**src/rtl/lpfd_pkg.sv**
```systemverilog
// Package for the length-prefixed frame deframer.
// Holds the beat types, result kinds and byte constants; no dependencies.
`default_nettype none

package lpfd_pkg;

    localparam int LEN_W = 64;

    localparam logic [7:0] MARKER_BYTE = 8'h00;
    localparam logic [7:0] TERM_BYTE   = 8'hFF;
    localparam logic [7:0] DIGIT_MAX   = 8'd9;

    typedef enum logic [1:0] {
        KIND_PAYLOAD = 2'd0,
        KIND_EMPTY   = 2'd1,
        KIND_ERROR   = 2'd2
    } t_kind;

    typedef struct packed {
        logic [7:0] data_byte;
        logic       body_start;
    } t_in_beat;

    typedef struct packed {
        t_kind      result_kind;
        logic [7:0] payload_byte;
        logic       last_of_frame;
    } t_out_beat;

    typedef struct packed {
        logic      valid;
        t_out_beat beat;
    } t_result;

endpackage

`default_nettype wire

```
**src/rtl/lpfd_parse.sv**
```systemverilog
// Frame parser: phase, digit count, length and remaining-byte registers.
// Produces at most one result per accepted beat; depends on lpfd_pkg.
`default_nettype none

module lpfd_parse #(
    parameter int MAX_DIGITS = 20
) (
    input  wire                   i_clk,
    input  wire                   i_rst_n,
    input  wire                   i_take,
    input  lpfd_pkg::t_in_beat    i_in,
    output lpfd_pkg::t_result     o_res
);
    import lpfd_pkg::*;

    localparam int CNT_W = $clog2(MAX_DIGITS + 1);

    typedef enum logic [1:0] {
        PH_MARKER  = 2'd0,
        PH_DIGITS  = 2'd1,
        PH_PAYLOAD = 2'd2,
        PH_ERROR   = 2'd3
    } t_phase;

    t_phase             r_phase, n_phase, phase_eff;
    logic [CNT_W-1:0]   r_digit_count, n_digit_count;
    logic [LEN_W-1:0]   r_length, n_length;
    logic [LEN_W-1:0]   r_bytes_left, n_bytes_left;
    logic [LEN_W+3:0]   len_x10;
    logic               len_ovf;
    logic [7:0]         b;

    assign b         = i_in.data_byte;
    assign phase_eff = i_in.body_start ? PH_MARKER : r_phase;

    // length * 10 + digit, with carry bits to catch overflow
    assign len_x10 = {1'b0, r_length, 3'b000}
                   + {3'b000, r_length, 1'b0}
                   + {{(LEN_W-4){1'b0}}, b};
    assign len_ovf = |len_x10[LEN_W+3:LEN_W];

    always_comb begin
        n_phase       = phase_eff;
        n_digit_count = r_digit_count;
        n_length      = r_length;
        n_bytes_left  = r_bytes_left;
        o_res         = '0;
        case (phase_eff)
            PH_MARKER: begin
                if (b != MARKER_BYTE) begin
                    n_phase                  = PH_ERROR;
                    o_res.valid              = 1'b1;
                    o_res.beat.result_kind   = KIND_ERROR;
                end else begin
                    n_phase       = PH_DIGITS;
                    n_digit_count = '0;
                    n_length      = '0;
                end
            end
            PH_DIGITS: begin
                if (b == TERM_BYTE) begin
                    if (r_digit_count == '0) begin
                        n_phase                = PH_ERROR;
                        o_res.valid            = 1'b1;
                        o_res.beat.result_kind = KIND_ERROR;
                    end else if (r_length == '0) begin
                        n_phase                  = PH_MARKER;
                        o_res.valid              = 1'b1;
                        o_res.beat.result_kind   = KIND_EMPTY;
                        o_res.beat.last_of_frame = 1'b1;
                    end else begin
                        n_bytes_left = r_length;
                        n_phase      = PH_PAYLOAD;
                    end
                end else if (b > DIGIT_MAX || r_digit_count >= CNT_W'(MAX_DIGITS)
                             || len_ovf) begin
                    n_phase                = PH_ERROR;
                    o_res.valid            = 1'b1;
                    o_res.beat.result_kind = KIND_ERROR;
                end else begin
                    n_length      = len_x10[LEN_W-1:0];
                    n_digit_count = r_digit_count + CNT_W'(1);
                end
            end
            PH_PAYLOAD: begin
                o_res.valid             = 1'b1;
                o_res.beat.result_kind  = KIND_PAYLOAD;
                o_res.beat.payload_byte = b;
                if (r_bytes_left <= LEN_W'(1)) begin
                    o_res.beat.last_of_frame = 1'b1;
                    n_phase                  = PH_MARKER;
                end
                if (r_bytes_left != '0) begin
                    n_bytes_left = r_bytes_left - LEN_W'(1);
                end
            end
            default: begin
                n_phase = PH_ERROR;
            end
        endcase
    end

    always_ff @(posedge i_clk) begin
        if (!i_rst_n) begin
            r_phase       <= PH_MARKER;
            r_digit_count <= '0;
            r_length      <= '0;
            r_bytes_left  <= '0;
        end else if (i_take) begin
            r_phase       <= n_phase;
            r_digit_count <= n_digit_count;
            r_length      <= n_length;
            r_bytes_left  <= n_bytes_left;
        end
    end

endmodule

`default_nettype wire

```
**src/rtl/length_prefix_frame_deframer.sv**
```systemverilog
// Top level of the length-prefixed frame deframer.
// Wraps lpfd_parse with the input handshake and a result register; uses lpfd_pkg.
//
//  channel | dir | handshake                    | beat
//  --------+-----+------------------------------+-------------------------------
//  in      | in  | i_in_valid / o_in_ready      | data_byte, body_start
//  out     | out | o_out_valid / i_out_ready    | result_kind, payload_byte, last
//
// One beat per cycle unless output stalls; each result is registered at accept.
// Parser state updates at input accept; the result register holds one beat.
// Input is taken whenever the result register is empty or being drained.
// Reset (sync, active low) returns to the start-marker phase and drops results.
`default_nettype none

module length_prefix_frame_deframer #(
    parameter int MAX_DIGITS = 20
) (
    input  wire                    i_clk,
    input  wire                    i_rst_n,
    input  wire                    i_in_valid,
    output logic                   o_in_ready,
    input  lpfd_pkg::t_in_beat     i_in,
    output logic                   o_out_valid,
    input  wire                    i_out_ready,
    output lpfd_pkg::t_out_beat    o_out
);
    import lpfd_pkg::*;

    logic      take;
    t_result   res;
    logic      r_out_valid;
    t_out_beat r_out;

    assign o_in_ready  = !r_out_valid || i_out_ready;
    assign take        = i_in_valid && o_in_ready;
    assign o_out_valid = r_out_valid;
    assign o_out       = r_out;

    lpfd_parse #(
        .MAX_DIGITS (MAX_DIGITS)
    ) u_parse (
        .i_clk   (i_clk),
        .i_rst_n (i_rst_n),
        .i_take  (take),
        .i_in    (i_in),
        .o_res   (res)
    );

    always_ff @(posedge i_clk) begin
        if (!i_rst_n) begin
            r_out_valid <= 1'b0;
        end else if (take) begin
            r_out_valid <= res.valid;
        end else if (i_out_ready) begin
            r_out_valid <= 1'b0;
        end
    end

    always_ff @(posedge i_clk) begin
        if (take) begin
            r_out <= res.beat;
        end
    end

endmodule

`default_nettype wire

```
**config.mk**
```make
export PLATFORM = sky130hd
export DESIGN_NAME = length_prefix_frame_deframer
export DESIGN_NICKNAME = d
export VERILOG_FILES = /design/src/rtl/lpfd_pkg.sv /design/src/rtl/lpfd_parse.sv /design/src/rtl/length_prefix_frame_deframer.sv
export SDC_FILE = /design/constraint.sdc
export NUM_CORES = 1
export LEC_CHECK = 0
export ABC_AREA = 1
export BUFFER_PORTS_ARGS = -buffer_cell sky130_fd_sc_hd__buf_2
export CAP_MARGIN = 5
export CELL_PAD_IN_SITES_DETAIL_PLACEMENT = 1
export CELL_PAD_IN_SITES_GLOBAL_PLACEMENT = 2
export CORE_MARGIN = 1
export CORE_UTILIZATION = 36
export DETAILED_ROUTE_END_ITERATION = 12
export PLACE_DENSITY = 0.88
export SLEW_MARGIN = 10
export SYNTH_ARGS = -nofsm -noshare
export SYNTH_HDL_FRONTEND = slang
export SYNTH_HIERARCHICAL = 1
export SYNTH_SLANG_ARGS = --single-unit
export TNS_END_PERCENT = 20
```
**constraint.sdc**
```tcl
create_clock -name i_clk -period 4.7 [get_ports i_clk]
set_input_delay 0.705 -clock i_clk [delete_from_list [all_inputs] [get_ports i_clk]]
set_output_delay 0.705 -clock i_clk [all_outputs]
set_load 0.01 [all_outputs]
```
==> out/summary.md, run 1 <==
The run finished with clean final reports. The first global-routing pass estimated 79520 um of wire. The fraction of final layout cells with drive strength greater than 1 was 0.06602. Dividing the detail-routed via count by the number of cells gives 5.273.

The synthesized design contains 11 enable-type register cells. The number of fill cells was 4998; the worst supply voltage drop on vdd was 228.5 uV. The area fraction of the dominant cell type after synthesis was 0.1992; the length of the first detailed-routing pass in iterations was 5. The total overflow left after global routing is 0. The origin of the critical flop-to-flop path is u_parse/r_length[0]. The element type at the critical path end is a flop. The routed design could run at a clock period as short as 3.988 ns.

The post-DP HPWL was 40510 um. Gates resized during post-CTS repair numbered 0. The worst path required time was 5.04 ns; the maximum fanout encountered on the critical timing path was 41. The buffers inserted during post-CTS setup optimization is 0. For the number of failing hold endpoints at the final stage, the log shows 0. TritonCTS built the clock tree. For this block, the routed nets add up to 49840 um of wire. 26 I/O pins were placed. The mapped netlist covers 13660 um^2. The maximum count of clock buffers along a single path was 2; the highest achievable clock rate was 250.7 MHz. The top cell types in the final layout, fill and taps aside, are sky130_fd_sc_hd__nand2_1 (672), sky130_fd_sc_hd__nor2_1 (258), sky130_fd_sc_hd__inv_1 (220), sky130_fd_sc_hd__a21oi_1 (212), sky130_fd_sc_hd__dfxtp_1 (136). The number of global-route vias before repair is 14338. For the post-route antenna net violation count, the log shows 0. The Yosys step of the flow raised 6 warnings. Counting flops and latches in the post-synthesis netlist gives 147. Launching instance or port of the critical path: u_parse/r_length[0]. The sequential share of the synthesized area was 0.2234; the number of instances in the synthesized netlist was 2167. For this run, the leading register cell type out of synthesis is sky130_fd_sc_hd__dfxtp_1. Setup violations remaining at the end of the flow were counted as 0. The clock transition at the registers of the reported paths was 0.07 ns; the quantity of hold-fixing buffers added after cts was 0. The tools report the instance count after placement with tap cells included as 2653.

The die height was 196.8 um. The worst-case clock skew is 0.01103 ns, and the horizontal die dimension is 196.8 um. The number of pins with negative max-slew slack in the final report came out at 0. The power density over the cells works out to 235.6 nW/um^2. The worst hold path belongs to the class flop to flop. The floorplan has 70 rows. In this run the cell area measured after placement is 14240 um^2. The critical path is of the flop to flop type. The leakage power total was 7.493 nW; the depth of the CTS H-tree was 4.

The reported max-cap violation count came out at 0. In this run the most critical hold path is launched from u_parse/r_digit_count[4]. The number of standard cells in the final layout excluding fillers is 2686.

The average footprint of a synthesized cell came out at 6.306 um^2. The initial cell density of the core came out at 0.3697. Summing all non-filler instances in the final layout gives an area of 14840 um^2. The floorplan step defined a die boundary enclosing 38740 um^2. Dividing the detail-routed wire length by the instance count gives 18.55 um. Routability-driven placement finished with a final weighted congestion of 0.8960.

Yosys mapped the design onto 56 distinct sky130hd cell types. Data on the critical path arrives at its endpoint at 4.33 ns. The biggest area consumer among synthesized cells is sky130_fd_sc_hd__dfxtp_1.

Yosys attributes the largest share of cell area to sky130_fd_sc_hd__dfxtp_1 (20%), sky130_fd_sc_hd__nand2_1 (18%), sky130_fd_sc_hd__ha_1 (12%). For the post-detailed-route DRC marker count, the log shows 0. The core region is 36960 um^2. The logs give 0 for the initial antenna violation count and 147 for the count of clock tree sinks.

Setup repair after global routing left no endpoint under its margin. The tools report the via count of the routed design as 14162. In the final timing run, aggregate negative setup slack is 0 ns. For the later-pin clock latency in the skew report, the log shows 0.44 ns. The tools report the CTS root buffer as sky130_fd_sc_hd__clkbuf_16. The number of nets in the synthesized netlist is 2317.

The synthesis-to-layout area growth is 8.571%. Input and output buffers added on the ports amount to 25. The post-synthesis async set-or-reset flop share was 0; the final net count was 2318.

For the worst slew slack as a fraction of its limit, the log shows 0.1562. The slew of the pin with the lowest slew margin works out to 1.266 ns. Leaving out fill and tap cells, the most frequent cell in the layout is sky130_fd_sc_hd__nand2_1. The run gives 0.2629 as the overall routing resource usage. The run gives 874 as the number of DRC markers after the initial detailed-route iteration. The element type at the critical path start was a flop. In this run, CTS created clock tree buffers numbering 17. The pin count of the biggest net entering global routing is 102, and the share of the cycle needed by the critical path after routing is 0.8486.
## routing by layer
metal	share of wire	routed length [um]	up-vias	GRT usage
li1	-	-	7071	-
met1	0.51	25540	6829	0.3833
met2	0.43	21610	221	0.4102
met3	0.039	1946	41	0.03303
met4	0.015	733	0	0.05685
met5	0	0	-	0
## critical path, cell delays in order, from the launching register on
cell and delay, ns:
sky130_fd_sc_hd__dfxtp_1 0.50, sky130_fd_sc_hd__inv_1 0.11, sky130_fd_sc_hd__fa_1 0.53, sky130_fd_sc_hd__inv_1 0.07, sky130_fd_sc_hd__fa_1 0.43, sky130_fd_sc_hd__nand2_1 0.09, sky130_fd_sc_hd__nand2_1 0.14, sky130_fd_sc_hd__nand3_2 0.13
sky130_fd_sc_hd__nand2_2 0.08, sky130_fd_sc_hd__nand2_1 0.08, sky130_fd_sc_hd__nand2_2 0.09, sky130_fd_sc_hd__nand2_1 0.09, sky130_fd_sc_hd__nand2_2 0.10, sky130_fd_sc_hd__nand2_1 0.10, sky130_fd_sc_hd__nand3_1 0.06, sky130_fd_sc_hd__nand2_1 0.13
sky130_fd_sc_hd__nor2_4 0.06, sky130_fd_sc_hd__nand3_4 0.11, sky130_fd_sc_hd__nand2_4 0.09, sky130_fd_sc_hd__inv_2 0.36, sky130_fd_sc_hd__buf_12 0.26, sky130_fd_sc_hd__nand2_1 0.07, sky130_fd_sc_hd__a21oi_1 0.16
## registers in the layout, summed over array words and instances (netlist names)
signal                 count
o_out                     11
u_parse/r_digit_count      5
u_parse/r_length          64
o_out_valid                1
u_parse/r_bytes_left      64
u_parse/r_phase            2
## per-stage QoR
| stage | total power [mW] | hold slack [ns] | setup WS [ns] | utilization |
|---|---|---|---|---|
| after floorplan | 1.899 | 0.4545 | 1.243 | - |
| after global placement | 2.095 | 0.4749 | 0.5427 | 0.3853 |
| after detailed placement | 2.114 | 0.4801 | 0.4524 | 0.3853 |
| after CTS | 3.521 | 0.4916 | 0.7301 | 0.4013 |
| after global routing | 3.664 | 0.5297 | 0.3857 | 0.4013 |
| final | 3.495 | 0.4927 | 0.7116 | 0.4014 |
## final timing paths
| kind | endpoint | slack, ns | cells past startpoint |
|---|---|---|---|
| setup / recovery | u_parse/r_length[21] | 0.71 | 22 |
| hold reg to reg | u_parse/r_digit_count[4] | 0.49 | 2 |
| hold / removal | u_parse/r_digit_count[4] | 0.49 | 2 |
| setup reg to reg | u_parse/r_length[21] | 0.71 | 22 |
## power breakdown
part | leakage (nW) | internal, mW | total [mW] | switching, mW
combinational | 6.01 | 0.249 | 0.774 | 0.525
sequential | 1.21 | 1.29 | 1.32 | 0.0275
clock | 0.275 | 0.833 | 1.40 | 0.570
## Yosys cell counts (2+ instances only)
library cell               number
sky130_fd_sc_hd__edfxtp_1      11
sky130_fd_sc_hd__a21o_1         4
sky130_fd_sc_hd__and2_1         3
sky130_fd_sc_hd__nor3_2         8
sky130_fd_sc_hd__nor3_1        25
sky130_fd_sc_hd__xor2_1        58
sky130_fd_sc_hd__a21oi_1      212
sky130_fd_sc_hd__a21oi_2        3
sky130_fd_sc_hd__xnor2_1       37
sky130_fd_sc_hd__inv_2         10
sky130_fd_sc_hd__mux2i_1        5
sky130_fd_sc_hd__nor4_1        25
sky130_fd_sc_hd__nand4_1       25
sky130_fd_sc_hd__ha_1         131
sky130_fd_sc_hd__buf_2         14
sky130_fd_sc_hd__nand2_2       13
sky130_fd_sc_hd__fa_1           6
sky130_fd_sc_hd__o211ai_1      32
sky130_fd_sc_hd__a21boi_0       2
sky130_fd_sc_hd__nand3_2        2
sky130_fd_sc_hd__o211a_1        2
sky130_fd_sc_hd__or2_2         16
sky130_fd_sc_hd__clkbuf_1      27
sky130_fd_sc_hd__a31oi_1        8
sky130_fd_sc_hd__nor2_1       259
sky130_fd_sc_hd__buf_1          3
sky130_fd_sc_hd__nand3_1       64
sky130_fd_sc_hd__buf_6         11
sky130_fd_sc_hd__dfxtp_1      136
sky130_fd_sc_hd__nand3b_1       6
sky130_fd_sc_hd__o21ai_0       66
sky130_fd_sc_hd__inv_1        221
sky130_fd_sc_hd__o21bai_1      16
sky130_fd_sc_hd__nand2_1      672
sky130_fd_sc_hd__nor2_4         3
sky130_fd_sc_hd__nor2_2        11
## layout make-up
| type | instances | area (um^2) | share of cell area |
|---|---|---|---|
| inverters | 231 | 868.3 | 0.05853 |
| flip-flops and latches | 147 | 3053 | 0.2058 |
| clock buffers | 19 | 432.9 | 0.02918 |
| repair buffers | 38 | 247.7 | 0.01670 |
| multi-input cells | 1733 | 9440 | 0.6363 |
| clock inverters | 13 | 160.2 | 0.01080 |
| well taps | 504 | 630.6 | 0.04251 |
| diodes | 1 | 2.502 | 0.0001687 |
## cell families (layout without fill, tap and decap cells)
| family | after synthesis | in the layout | synth area share |
|---|---|---|---|
| AO/OA/AOI/OAI | 357 | 357 | 0.1468 |
| XOR/XNOR | 95 | 95 | 0.06089 |
| adder cells (fa/ha/maj) | 137 | 137 | 0.1287 |
| buffers and inverters | 287 | 301 | 0.08644 |
| flip-flops | 147 | 147 | 0.2234 |
| multiplexers | 6 | 6 | 0.004487 |
| other | 0 | 1 | 0 |
| AND/OR/NAND/NOR | 1138 | 1138 | 0.3492 |
No activity file was read; power rests on OpenSTA's default activity.
==> inputs of run 2 (changes only) <==
--- a/config.mk
+++ b/config.mk
@@ -5,15 +5,15 @@
 export SDC_FILE = /design/constraint.sdc
 export NUM_CORES = 1
 export LEC_CHECK = 0
-export ABC_AREA = 1
+export ABC_AREA = 0
 export BUFFER_PORTS_ARGS = -buffer_cell sky130_fd_sc_hd__buf_2
 export CAP_MARGIN = 5
 export CELL_PAD_IN_SITES_DETAIL_PLACEMENT = 1
 export CELL_PAD_IN_SITES_GLOBAL_PLACEMENT = 2
 export CORE_MARGIN = 1
-export CORE_UTILIZATION = 36
+export CORE_UTILIZATION = 39
 export DETAILED_ROUTE_END_ITERATION = 12
-export PLACE_DENSITY = 0.88
+export PLACE_DENSITY = 0.87
 export SLEW_MARGIN = 10
 export SYNTH_ARGS = -nofsm -noshare
 export SYNTH_HDL_FRONTEND = slang
==> constraint.sdc (replaced) <==
create_clock -name i_clk -period 4.1 [get_ports i_clk]
set_input_delay 0.615 -clock i_clk [delete_from_list [all_inputs] [get_ports i_clk]]
set_output_delay 0.615 -clock i_clk [all_outputs]
set_load 0.01 [all_outputs]
==> out/summary.md, run 2 <==
Kind of critical path: flop to flop. For the core occupancy in the finished layout, the log shows 0.4904 (+0.08903). The count of flip-flops with a built-in enable after synthesis works out to 11 (unchanged).

The run gives 0 (unchanged) as the initial antenna violation count. The tools report the leakage power total as 6.182 nW (-17%). The area fraction of the dominant cell type after synthesis is 0.2310 (+0.03177), and the I/O pin count is 26 (unchanged). The number of buffer and inverter instances along the worst setup path was 6 (+2).

The class of the worst hold path is input port to flop. The first-pass GRT wire length came out at 68870 um (-13%). Quantity of hold-fixing buffers added after cts: 0 (unchanged). For the number of instances in the synthesized netlist, the log shows 1489 (-31%). Setup repair after global routing could not meet its margin everywhere. The worst slew slack as a fraction of its limit is 0.3697 (+0.2135), and the worst path required time is 4.47 ns (-0.57 ns). The run gives 80 (-22%) as the pin count of the biggest net entering global routing. TritonCTS built the clock tree. The antenna diode instance count was 0 (-1). The post-layout minimum cycle time was 4.253 ns (+0.2645 ns); the number of setup violations in the final report was 68 (+68). CTS root buffer: sky130_fd_sc_hd__clkbuf_16. The power density over the cells works out to 279.2 nW/um^2 (+19%). The share of the cycle needed by the critical path after routing came out at 1.037 (+0.1887). Sequential share of the synthesized area: 0.2591 (+0.03563). The average footprint of a synthesized cell was 7.915 um^2 (+26%); the total CTS buffers was 17 (unchanged). The flow ran to the end, but the final reports show violations. For the number of fill cells, the log shows 3549 (-29%). The final reports fail on setup timing.

The tools report the reported max-cap violation count as 0 (unchanged). For this run, the leading register cell type out of synthesis is sky130_fd_sc_hd__dfxtp_1. For the number of nets produced by synthesis, the log shows 1639 (-29%). The highest achievable clock rate is 235.1 MHz (-6.2%). Of all cell types, the one taking the most synthesized area is sky130_fd_sc_hd__dfxtp_1. For the post-route antenna net violation count, the log shows 0 (unchanged). The slew of the pin with the lowest slew margin works out to 0.9424 ns (-0.3233 ns). The logs give 0.3966 (+0.02687) for the initial cell density of the core and 4.62 ns (+0.29 ns) for the signal arrival time at the worst endpoint. The clock transition at the registers of the reported paths works out to 0.07 ns (about the same). Critical-path cell with the highest stage delay: sky130_fd_sc_hd__fa_1.

The tools report the netlist area before placement as 11790 um^2 (-14%). The routed length per instance was 22.83 um (+23%); the count of port buffers added during placement was 25 (unchanged). The flop and latch count out of synthesis was 147 (unchanged); the final critical-path setup slack was -0.1529 ns (-0.8645 ns). The post-synthesis async set-or-reset flop share was 0 (unchanged). After synthesis, the most frequently instantiated cells are sky130_fd_sc_hd__nand2_1 (152), sky130_fd_sc_hd__a21oi_1 (145), sky130_fd_sc_hd__dfxtp_1 (136). The run gives 6 (unchanged) as the total of warnings raised by yosys.

The horizontal die dimension was 175.8 um (-11%); the number of library cell types mapped by synthesis was 78 (+39%). For the number of pins with negative max-slew slack in the final report, the log shows 0 (unchanged). For the die outline area, the log shows 30920 um^2 (-20%). The maximum count of clock buffers along a single path is 2 (unchanged), and the instance count after placement with tap cells included is 1965 (-26%). The leading cell type in the layout, fill and taps excluded is sky130_fd_sc_hd__nand2_1. The run gives 29720 um^2 (-20%) as the area of the placeable core.

The top cell types in the final layout, fill and taps aside, are sky130_fd_sc_hd__nand2_1 (152), sky130_fd_sc_hd__a21oi_1 (144), sky130_fd_sc_hd__buf_4 (140), sky130_fd_sc_hd__dfxtp_1 (130). The routability-driven placement congestion ratio is 0.8795 (-1.8%), and the residual overflow from global routing is 0 (unchanged). Fraction of final layout cells with drive strength greater than 1: 0.1865 (+0.1205). In this design, the largest share of critical-path delay is due to compound AO/OA/AOI/OAI gates. In the post-synthesis netlist, the biggest area contributors are sky130_fd_sc_hd__dfxtp_1 (23%), sky130_fd_sc_hd__ha_1 (14%), sky130_fd_sc_hd__a21oi_1 (6.2%). The post-detailed-route DRC marker count was 0 (unchanged); the number of failing hold endpoints at the final stage was 0 (unchanged). The worst-case clock skew is 0.01336 ns (+0.002330 ns), and the via count of the routed design is 12680 (-10%). The final cell area excluding filler cells came out at 14570 um^2 (-1.8%). The most frequent cell after synthesis was sky130_fd_sc_hd__nand2_1. The tools report the post-DP HPWL as 32440 um (-20%). For the overall routing resource usage, the log shows 0.2817 (+0.01879). The via-per-instance ratio is 6.277 (+19%), and the wire length reported by the detailed router is 46120 um (-7.5%). The number of placement rows is 63 (-10%), and the synthesis-to-layout area growth is 23.67%. The logs give 4 (unchanged) for the depth of the CTS H-tree and 250.2 uV (+9.5%) for the worst supply voltage drop on vdd. The worst setup path is captured at a flop.

For the number of standard cells in the final layout excluding fillers, the log shows 2020 (-25%). The hold slack was 0.4502 ns (-0.04245 ns). The tools report the placed instance area as 13310 um^2 (-6.6%). Walking the worst path, the cells encountered are inv_2 -> fa_1 -> inv_2 -> fa_2 -> a211oi_4 -> o2111ai_2 -> a211oi_2 -> o221ai_2 -> buf_4 -> nand3_1 -> a21boi_1 -> o211ai_1 -> buf_4 -> o31ai_4 -> a21oi_4 -> buf_6 -> clkbuf_16 -> o2bb2ai_1. The number of DRC markers after the initial detailed-route iteration was 1084 (+24%). The maximum fanout encountered on the critical timing path was 8 (-80%).

The worst setup path is launched from a flop. The length of the first detailed-routing pass in iterations was 5 (unchanged); the count of clock tree sinks was 147 (unchanged). The delay contributed by the slowest stage of the critical path is 0.54 ns (about the same), and the number of global-route vias before repair is 12265 (-14%). The final net count is 1767 (-24%), and the die height is 175.8 um (-11%). The later-pin clock latency in the skew report is 0.44 ns (about the same).
## run 2: cell count changes in the layout (fill, tap and decap cells not counted), sizes merged, moves of 32 or more
cell / previous run / this run
nand3: 67 / 18
nand2: 686 / 152
inv: 231 / 40
nor2: 274 / 126
buf: 38 / 183
a21oi: 215 / 145
a21o: 4 / 36
o2bb2ai: 0 / 63
## run 2: worst paths after layout
kind	cells after the start	slack (ns)	end	start
min	3	0.45	o_out_valid	i_in_valid
max	18	-0.15	u_parse/r_length[34]	u_parse/r_length[2]
max reg2reg	18	-0.15	u_parse/r_length[34]	u_parse/r_length[2]
min reg2reg	2	0.49	u_parse/r_bytes_left[38]	u_parse/r_bytes_left[38]
## run 2: timing repair
| item | in CTS | in global routing |
|---|---|---|
| gates resized for setup | 16 | 47 |
| buffers inserted | 5 | 9 |
| cloned | 1 | 9 |
| setup endpoints to repair | 71 | 73 |
| pin swaps | 9 | 23 |
## run 2: power by group
| part | leakage, nW | internal, mW | switching, mW |
|---|---|---|---|
| logic | 4.66 | 0.275 | 0.493 |
| clock network | 0.312 | 1.10 | 0.692 |
| registers | 1.21 | 1.48 | 0.0290 |
## run 2: worst register-to-register path, cell delays in order (launching register included)
cell	delay (ns)
sky130_fd_sc_hd__dfxtp_2	0.35
sky130_fd_sc_hd__inv_2	0.05
sky130_fd_sc_hd__fa_1	0.54
sky130_fd_sc_hd__inv_2	0.06
sky130_fd_sc_hd__fa_2	0.37
sky130_fd_sc_hd__a211oi_4	0.28
sky130_fd_sc_hd__o2111ai_2	0.20
sky130_fd_sc_hd__a211oi_2	0.30
sky130_fd_sc_hd__o221ai_2	0.20
sky130_fd_sc_hd__buf_4	0.20
sky130_fd_sc_hd__nand3_1	0.12
sky130_fd_sc_hd__a21boi_1	0.12
sky130_fd_sc_hd__o211ai_1	0.32
sky130_fd_sc_hd__buf_4	0.22
sky130_fd_sc_hd__o31ai_4	0.07
sky130_fd_sc_hd__a21oi_4	0.31
sky130_fd_sc_hd__buf_6	0.19
sky130_fd_sc_hd__clkbuf_16	0.17
sky130_fd_sc_hd__o2bb2ai_1	0.13
## run 2: routing by layer
layer	up-vias	GRT usage	routed length [um]
li1	5881	-	-
met1	6368	0.4024	21940
met2	356	0.4409	21000
met3	75	0.03398	2177
met4	0	0.08188	1006
met5	-	0	0
## run 2: cell type report
class	count	area [um^2]	share of cell area
clock buffers	21	450.4	0.03091
clock inverters	11	201.4	0.01382
inverters	40	157.7	0.01082
multi-input cells	1224	8666	0.5946
flip-flops and latches	147	3060	0.2100
well taps	390	488.0	0.03348
repair buffers	187	1550	0.1064
## run 2: logic make-up (layout without fill, tap and decap cells)
family / after synthesis / count (layout) / share of synthesized area
adder cells (fa/ha/maj): 137 / 137 / 0.1493
AO/OA/AOI/OAI: 522 / 522 / 0.2943
XOR/XNOR: 60 / 60 / 0.04459
AND/OR/NAND/NOR: 498 / 499 / 0.2089
flip-flops: 147 / 147 / 0.2591
buffers and inverters: 119 / 259 / 0.03843
multiplexers: 6 / 6 / 0.005414
## run 2: metrics by stage
stage	setup WS [ns]	power, mW	setup TNS [ns]
after floorplan	-0.03485	2.016	-0.1870
after global placement	-0.3769	2.239	-24.24
after detailed placement	-0.5344	2.257	-34.75
after CTS	-0.06760	4.049	-1.127
after global routing	-0.2834	4.219	-15.29
final	-0.1529	4.069	-7.306
